File: src/rtl/mavg_pkg.sv
package mavg_pkg;

  // default sizes
  localparam int WINDOW_MAX_DEF   = 256;
  localparam int SAMPLE_WIDTH_DEF = 32;

  // configuration port
  localparam int CFG_ADDR_W = 3;
  localparam int CFG_DATA_W = 17;

  // group record counter saturates here
  localparam int COUNT_W = 13;
  localparam logic [COUNT_W-1:0] COUNT_LIMIT = 13'd8191;

  // q1.16 one and alpha reset value
  localparam logic [16:0] ONE_Q16     = 17'd65536;
  localparam logic [16:0] ALPHA_RESET = 17'd32768;

  // dividend width of the divider
  localparam int NUM_W = 64;

  // register indexes
  typedef enum logic [CFG_ADDR_W-1:0] {
    REG_MODE   = 3'd0,
    REG_WINDOW = 3'd1,
    REG_SKIP   = 3'd2,
    REG_STRICT = 3'd3,
    REG_ALPHA  = 3'd4
  } cfg_reg_t;

  // mode codes, anything from exponential up smooths
  localparam logic [1:0] MODE_SIMPLE   = 2'd0;
  localparam logic [1:0] MODE_WEIGHTED = 2'd1;
  localparam logic [1:0] MODE_EXP      = 2'd2;

  typedef enum logic [2:0] {
    S_IDLE,
    S_ADDR,
    S_RETIRE,
    S_ACCUM,
    S_EXP,
    S_DSTART,
    S_DWAIT,
    S_OUT
  } state_t;

  typedef struct packed {
    logic accept;
    logic addr;
    logic retire;
    logic accum;
    logic exp_upd;
    logic div_start;
    logic load;
  } cmd_t;

  typedef struct packed {
    logic skip;
    logic use_div;
    logic out_free;
    logic div_done;
  } sts_t;

endpackage

File: src/rtl/mavg_ctrl.sv
module mavg_ctrl (
  input  logic           clk,
  input  logic           rst_n,
  input  logic           in_valid,
  output logic           in_ready,
  input  mavg_pkg::sts_t sts,
  output mavg_pkg::cmd_t cmd
);

  mavg_pkg::state_t state_r, state_nxt;

  always_ff @(posedge clk) begin
    if (!rst_n) begin
      state_r <= mavg_pkg::S_IDLE;
    end else begin
      state_r <= state_nxt;
    end
  end

  // next state
  always_comb begin
    state_nxt = state_r;
    case (state_r)
      mavg_pkg::S_IDLE:   if (in_valid) state_nxt = mavg_pkg::S_ADDR;
      mavg_pkg::S_ADDR:   state_nxt = mavg_pkg::S_RETIRE;
      mavg_pkg::S_RETIRE: state_nxt = mavg_pkg::S_ACCUM;
      mavg_pkg::S_ACCUM:  state_nxt = mavg_pkg::S_EXP;
      mavg_pkg::S_EXP: begin
        if (sts.skip) begin
          state_nxt = mavg_pkg::S_IDLE;
        end else if (sts.use_div) begin
          state_nxt = mavg_pkg::S_DSTART;
        end else begin
          state_nxt = mavg_pkg::S_OUT;
        end
      end
      mavg_pkg::S_DSTART: state_nxt = mavg_pkg::S_DWAIT;
      mavg_pkg::S_DWAIT:  if (sts.div_done) state_nxt = mavg_pkg::S_OUT;
      mavg_pkg::S_OUT:    if (sts.out_free) state_nxt = mavg_pkg::S_IDLE;
      default:            state_nxt = mavg_pkg::S_IDLE;
    endcase
  end

  // commands
  always_comb begin
    cmd      = '0;
    in_ready = 1'b0;
    case (state_r)
      mavg_pkg::S_IDLE: begin
        in_ready   = 1'b1;
        cmd.accept = in_valid;
      end
      mavg_pkg::S_ADDR:   cmd.addr      = 1'b1;
      mavg_pkg::S_RETIRE: cmd.retire    = 1'b1;
      mavg_pkg::S_ACCUM:  cmd.accum     = 1'b1;
      mavg_pkg::S_EXP:    cmd.exp_upd   = 1'b1;
      mavg_pkg::S_DSTART: cmd.div_start = 1'b1;
      mavg_pkg::S_OUT:    cmd.load      = sts.out_free;
      default: ;
    endcase
  end

  // result loads only into a free output register
  a_load_free: assert property (@(posedge clk) disable iff (!rst_n)
    cmd.load |-> sts.out_free)
    else $error("output register overwritten");

  // divider completion only expected while waiting for it
  a_done_wait: assert property (@(posedge clk) disable iff (!rst_n)
    sts.div_done |-> (state_r == mavg_pkg::S_DWAIT))
    else $error("divider done outside wait");

  // one datapath step at a time
  a_one_cmd: assert property (@(posedge clk) disable iff (!rst_n)
    $onehot0(cmd))
    else $error("overlapping commands");

endmodule

File: config.mk
export PLATFORM = sky130hd
export DESIGN_NAME = mavg_ctrl
export DESIGN_NICKNAME = d
export VERILOG_FILES = /design/src/rtl/mavg_pkg.sv /design/src/rtl/mavg_ctrl.sv
export SDC_FILE = /design/constraint.sdc
export NUM_CORES = 1
export LEC_CHECK = 0
export BUFFER_PORTS_ARGS = -buffer_cell sky130_fd_sc_hd__buf_4
export CAP_MARGIN = 20
export CORE_AREA = 2 2 39 41
export CTS_CLUSTER_SIZE = 10
export DETAILED_ROUTE_END_ITERATION = 7
export DIE_AREA = 0 0 41 43
export HOLD_SLACK_MARGIN = 0.08
export PLACE_DENSITY = 0.4
export SLEW_MARGIN = 10
export SYNTH_ARGS = -nofsm -noshare
export SYNTH_HDL_FRONTEND = slang
export SYNTH_SLANG_ARGS = --single-unit
File: constraint.sdc
create_clock -name clk -period 2.3 [get_ports clk]
set_input_delay 0.115 -clock clk [delete_from_list [all_inputs] [get_ports clk]]
set_output_delay 0.115 -clock clk [all_outputs]
set_load 0.05 [all_outputs]
## Yosys cells after proc, flatten, opt, wreduce, memory -nomap -nowiden

Index checks and enable logic that the tools add are counted.

- Flip-flop bits (word level): 3
- Bits of input ports: 7
- Output and inout bits: 8
- Word-level logic and storage cells: 27

- Equal/unequal tests: 10
- Muxes and demuxes: 14
- Reduce and logical (&&, ||, !) cells: 2

Operator list:

| operator | number |
|---|---|
| 3-bit one-hot mux with 8 select lines | 1 |
| 3-bit == test, second input constant | 4 |
| 3-bit 2-to-1 mux | 4 |
| 1-bit 2-to-1 mux | 8 |
| 3-bit by 2-bit == test with 1-bit output, second input constant | 2 |
| 2-bit inequality test, second input constant | 3 |
| 3-bit by 1-bit == test with 1-bit output, second input constant | 1 |
| 3-bit zero test | 1 |
| 3-bit AND reduction | 1 |
| 2-bit 2-to-1 mux | 1 |

## Logic depth before layout (Yosys ltp)

Gate-level depths: netlist (run 1).

- Word-level depth: 3
- Gate-level depth with buffers: 4

## Least setup slack after synthesis (run 1)

No wires, ideal clock.

- Path kind: reg2out
- Start point: register state_r[1]
- End point: output port cmd[4] (netlist bit)
- Data arrival time: 1.679 ns
- Required time: 2.185 ns
- Path slack: 0.506 ns
- Cell stages (with the launch flop): 3
- Buffers on the path: 1
- Cell sequence: dfxtp_1 > buf_2 > nor3b_1

RTL lines:

| item | line | RTL |
|---|---|---|
| from (decl) | mavg_ctrl.sv:10 | `mavg_pkg::state_t state_r, state_nxt;` |
| from (signal assigned) | mavg_ctrl.sv:14 | `state_r <= mavg_pkg::S_IDLE;` |
| from (signal assigned) | mavg_ctrl.sv:16 | `state_r <= state_nxt;` |
| to (decl) | mavg_ctrl.sv:7 | `output mavg_pkg::cmd_t cmd` |

==> results of run 1 <==
area by class of cell:
| type | instances | area, sq um | area share, % |
|---|---|---|---|
| Multi-Input combinational cell | 23 | 153 | 41.1 |
| Clock buffer | 4 | 26.3 | 7.07 |
| Timing Repair Buffer | 14 | 105 | 28.3 |
| Tap cell | 16 | 20.0 | 5.39 |
| Sequential cell | 3 | 60.1 | 16.2 |
| Inverter | 2 | 7.51 | 2.02 |
metrics by stage:
step	cell area [sq um]	worst slack, ps
3_5_place_dp	345	1170
3_3_place_gp	345	1180
5_1_grt	372	793
2_1_floorplan	241	506
6_report	372	924
4_1_cts	372	907
routing by layer:
layer	GRT usage, %	routed length, um	up-vias
met5	0	0	-
met2	12.5	301	13
li1	-	-	136
met1	9.00	240	123
met4	8.00	15	0
met3	4.71	78	2
cells by family (layout without fill, tap and decap cells):
family	after synthesis	in the layout	synth area share, %
compound gates	5	5	16.1
buf+inv	5	20	11.9
flops	3	3	24.9
simple gates	18	18	47.2
cells in the mapped netlist, drive strengths merged:
cell type / number / share of area (%)
a21oi: 1 / 2.1
a311o: 1 / 4.1
and2: 1 / 2.6
and2b: 1 / 3.1
and3b: 1 / 3.6
buf: 3 / 8.8
dfxtp: 3 / 25
inv: 2 / 3.1
nand2: 2 / 4.1
nand2b: 1 / 2.6
nand3: 1 / 2.1
nor2: 2 / 3.1
nor2b: 2 / 5.2
nor3: 3 / 8.3
nor3b: 3 / 9.3
o21ai: 1 / 2.1
o311a: 1 / 4.1
o32ai: 1 / 3.6
or2b: 1 / 3.1
report_power, final:
part | switching [uW] | internal, uW
combinational | 48.1 | 31.1
sequential | 11.4 | 56.4
clock | 30.2 | 65.2
total | 89.8 | 153
worst reg2reg max path, delay by kind of cell (launching register included):
family	cells	cell delay (ps)
simple gates	2	380
flops	1	540
compound gates	1	150
worst max-delay path by stage:
| stage | start | end | cells after the start |
|---|---|---|---|
| CTS | state_r[1] | cmd[4] | 2 |
| global placement | state_r[1] | cmd[0] | 3 |
| detailed placement | state_r[2] | state_r[0] | 3 |
| floorplan | state_r[1] | cmd[4] | 2 |
| finish | state_r[2] | cmd[2] | 2 |
| global route | state_r[1] | cmd[0] | 3 |
==> results.py, run 1 <==
metrics = {
    "outcome": {
        "run_status": "finished clean",
    },
    "clocking": {
        "clk-insertion-delay-late_ps": 240,
        "htree_levels": 1,
        "clock_path_buffers": 2,
        "cts_buffers": 3,
        "post-cts-setup-buffers": 0,
        "path_clk_slew_ps": 40,
        "cts-root-buf": "clkbuf_4",
        "cts_resized": 0,
        "cts_sinks": 3,
        "hold_buffers": 0,
        "tritoncts": "done",
    },
    "hold_path": {
        "hold_class": "primary input to flip-flop",
        "hold-path-endpoint": "state_r[1]",
        "min_path_cells": 2,
        "min_from": "rst_n",
    },
    "worst_setup_path": {
        "crit_chain": "nor3b_1 -> buf_4",
        "crit_arrival_ps": 1260,
        "r2r-end": "state_r[1]",
        "crit_fanout": 13,
        "r2r-start": "state_r[2]",
        "criticalPathCategory": "flip-flop to output port",
        "rrSetupSlack_ps": 1160,
        "slowest_delay_ps": 540,
        "reg2regPathDepth": 3,
        "critPathTopFamily": "flip-flops",
        "cp_num_buf_inv": 1,
        "worst_setup_path_end_kind": "output port",
        "critPathLaunchType": "flip-flop",
        "required_ps": 2180,
        "crit_slowest_cell": "dfxtp_1",
    },
    "sta": {
        "rsz0062_at_grt": "false",
        "slew_violations": 0,
        "tns_ps": 0,
        "clock_skew_ps": 2.55,
        "max_freq_ghz": 0.727,
        "holdWs_ps": 144,
        "setup_viol": 0,
        "period_minus_slack_ps": 1380,
        "min_period_over_period_pct": 59.8,
        "worst_pin_slew_ps": 386,
        "hold_viol": 0,
        "slew_headroom_pct": 74.3,
    },
    "logic_synthesis": {
        "syn_area_per_cell_sq_um": 7.79,
        "ys_warn_count": 0,
        "synthDistinctLibCells": 22,
        "seq_area_frac_synth_pct": 24.9,
        "synth_area_sq_um": 241,
        "postSynthCellCount": 31,
        "syn_nets": 38,
        "ys_ff_latch": 3,
    },
    "cells_and_area": {
        "fillers": 157,
        "final_common_cell": "buf_4",
        "final_cell_mix": "buf_4 (14), nor3b_1 (3), clkbuf_4 (3), dfxtp_1 (3)",
        "n_antenna_cell": 0,
        "drive_above_1_share_pct": 41.3,
        "syn_to_final_growth_pct": 53.9,
        "nNetsFinal": 54,
        "fin_cells": 62,
        "utilization_pct": 26.9,
        "reg_top3": "state_r: 3 flops",
        "largest_reg_flops": 3,
        "regMostFlops": "state_r",
    },
    "global_routing": {
        "grt_usage_pct": 8.94,
        "grt_pass1_vias": 262,
        "globalRouteOverflowTotal": 0,
        "grt_first_pass_wirelength_um": 1000,
        "grt_max_degree": 14,
        "grt_antenna_before_repair": 0,
    },
    "detailed_routing": {
        "drtIter0Drc": 3,
        "detail_route.wl_per_cell_um": 10.3,
        "finalWirelength_um": 636,
        "drt-pass1-iter-count": 4,
        "drc": 0,
        "ant_nets": 0,
        "vias": 274,
        "viasPerCell": 4.42,
    },
    "place": {
        "gp_congestion": 0.688,
        "dpl.cell_count": 58,
        "portBuffers": 14,
    },
    "flow_run": {
        "maxCapViolations": 0,
    },
    "power_and_ir_drop": {
        "p_per_area_nw_per_um2": 652,
        "power.static_leakage_uw": 0.000171,
        "power_uw": 242,
        "ir_drop_uv": 119,
    },
    "die": {
        "start_util_pct": 17.5,
        "core_area_sq_um": 1380,
        "die_area_sq_um": 1760,
        "fp.dieW_um": 41,
        "num_rows": 14,
        "dieHeight_um": 43,
        "io_pins": 15,
    },
}
Power figures use the tool's default switching activity.
==> run 2, diff against run 1 <==
Clock period 2.3 ns to 1.4 ns, I/O delays scaled along.
==> results.py, run 2 (synthesized netlist as in run 1, its figures left out) <==
metrics = {
    "sta": {
        "tns_ps": 0,
        "worst_pin_slew_ps": 241,
        "period_minus_slack_ps": 1290,
        "slew_headroom_pct": 83.9,
        "holdWs_ps": 96.4,
        "min_period_over_period_pct": 92.4,
        "slew_violations": 0,
        "fin_ws_ps": 106,
        "setup_viol": 0,
        "hold_viol": 0,
        "rsz0062_at_grt": "false",
        "max_freq_ghz": 0.773,
        "clock_skew_ps": 0.169,
    },
    "die": {
        "start_util_pct": 17.5,
        "core_area_sq_um": 1380,
        "io_pins": 15,
        "dieHeight_um": 43,
        "num_rows": 14,
        "fp.dieW_um": 41,
        "die_area_sq_um": 1760,
    },
    "outcome": {
        "run_status": "finished clean",
    },
    "cells_and_area": {
        "fin_cells": 63,
        "nNetsFinal": 55,
        "reg_top3": "state_r: 3 flops",
        "final_cell_mix": "buf_4 (14), nor3b_2 (3), clkbuf_4 (3), dfxtp_2 (3)",
        "fillers": 156,
        "final_common_cell": "buf_4",
        "largest_reg_flops": 3,
        "n_antenna_cell": 0,
        "syn_to_final_growth_pct": 71.0,
        "drive_above_1_share_pct": 59.6,
        "regMostFlops": "state_r",
    },
    "worst_setup_path": {
        "required_ps": 1330,
        "crit_fanout": 7,
        "critPathLaunchType": "flip-flop",
        "criticalPathCategory": "flip-flop to output port",
        "reg2regPathDepth": 3,
        "r2r-end": "state_r[1]",
        "worst_setup_path_end_kind": "output port",
        "crit_arrival_ps": 1220,
        "rrSetupSlack_ps": 410,
        "r2r-start": "state_r[2]",
    },
    "place": {
        "gp_congestion": 0.814,
        "dp_hpwl_um": 465,
        "place_ws_ps": 242,
        "dpl.cell_count": 59,
        "portBuffers": 14,
    },
    "clocking": {
        "clock_path_buffers": 2,
        "htree_levels": 1,
        "clk-insertion-delay-late_ps": 230,
        "cts-root-buf": "clkbuf_4",
        "path_clk_slew_ps": 30,
        "hold_buffers": 0,
        "tritoncts": "done",
        "cts_buffers": 3,
        "cts_sinks": 3,
    },
    "flow_run": {
        "maxCapViolations": 0,
    },
    "detailed_routing": {
        "drtIter0Drc": 2,
        "ant_nets": 0,
        "vias": 269,
        "detail_route.wl_per_cell_um": 9.35,
        "drt-pass1-iter-count": 4,
        "drc": 0,
        "finalWirelength_um": 589,
        "viasPerCell": 4.27,
    },
    "hold_path": {
        "hold_class": "primary input to flip-flop",
        "min_from": "rst_n",
        "hold-path-endpoint": "state_r[1]",
        "min_path_cells": 2,
    },
    "global_routing": {
        "grt_usage_pct": 7.92,
        "grt_max_degree": 13,
        "grt_antenna_before_repair": 0,
        "grt_first_pass_wirelength_um": 952,
        "grt_pass1_vias": 243,
        "globalRouteOverflowTotal": 0,
    },
    "power_and_ir_drop": {
        "ir_drop_uv": 365,
        "power.static_leakage_uw": 0.000193,
        "power_uw": 406,
        "p_per_area_nw_per_um2": 983,
    },
}
==> run 2: per-layer routing <==
metal	share of wire (%)	vias up	GRT usage, %
li1	-	141	-
met1	42	120	9.58
met3	7.1	0	3.14
met2	51	8	11.6
met5	0	-	0
met4	0	0	4.00
==> run 2: power breakdown <==
group | switching [uW] | total (uW) | internal (uW)
clock | 42.3 | 149 | 107
sequential | 21.1 | 115 | 94.2
combinational | 81.4 | 142 | 60.3
==> run 2: worst max-delay path by stage <==
| stage | from | depth (start not counted) | endpoint |
|---|---|---|---|
| 2_1_floorplan | state_r[1] | 3 | cmd[6] |
| 3_3_place_gp | state_r[2] | 4 | cmd[6] |
| 3_5_place_dp | state_r[1] | 3 | cmd[0] |
| 4_1_cts | state_r[0] | 3 | cmd[0] |
| 5_1_grt | state_r[2] | 4 | cmd[6] |
| 6_report | state_r[2] | 4 | cmd[6] |
==> run 2: cell type report <==
class / instances / area (sq um) / share of cell area (%)
Multi-Input combinational cell: 23 / 179 / 43.3
Tap cell: 16 / 20.0 / 4.85
Inverter: 2 / 7.51 / 1.82
Clock buffer: 4 / 26.3 / 6.36
Timing Repair Buffer: 15 / 116 / 28.2
Sequential cell: 3 / 63.8 / 15.5
==> run 2: through the flow <==
stage | util (%) | cell area (sq um)
floorplan | - | 268
global placement | 27.4 | 379
detailed placement | 27.4 | 379
CTS | 29.4 | 407
global route | 29.8 | 413
finish | 29.8 | 413
==> run 2: what timing repair did <==
item,in CTS,in global routing
setup buffers,0,0
endpoints found under the hold margin,0,0
setup endpoints to repair,1,4
resized for setup,1,3
==> run 2: critical path, stage by stage, from the launching register on <==
cell and delay (ps):
dfxtp_2 340, buf_4 170, nor3_4 180, and2_4 160, buf_6 140
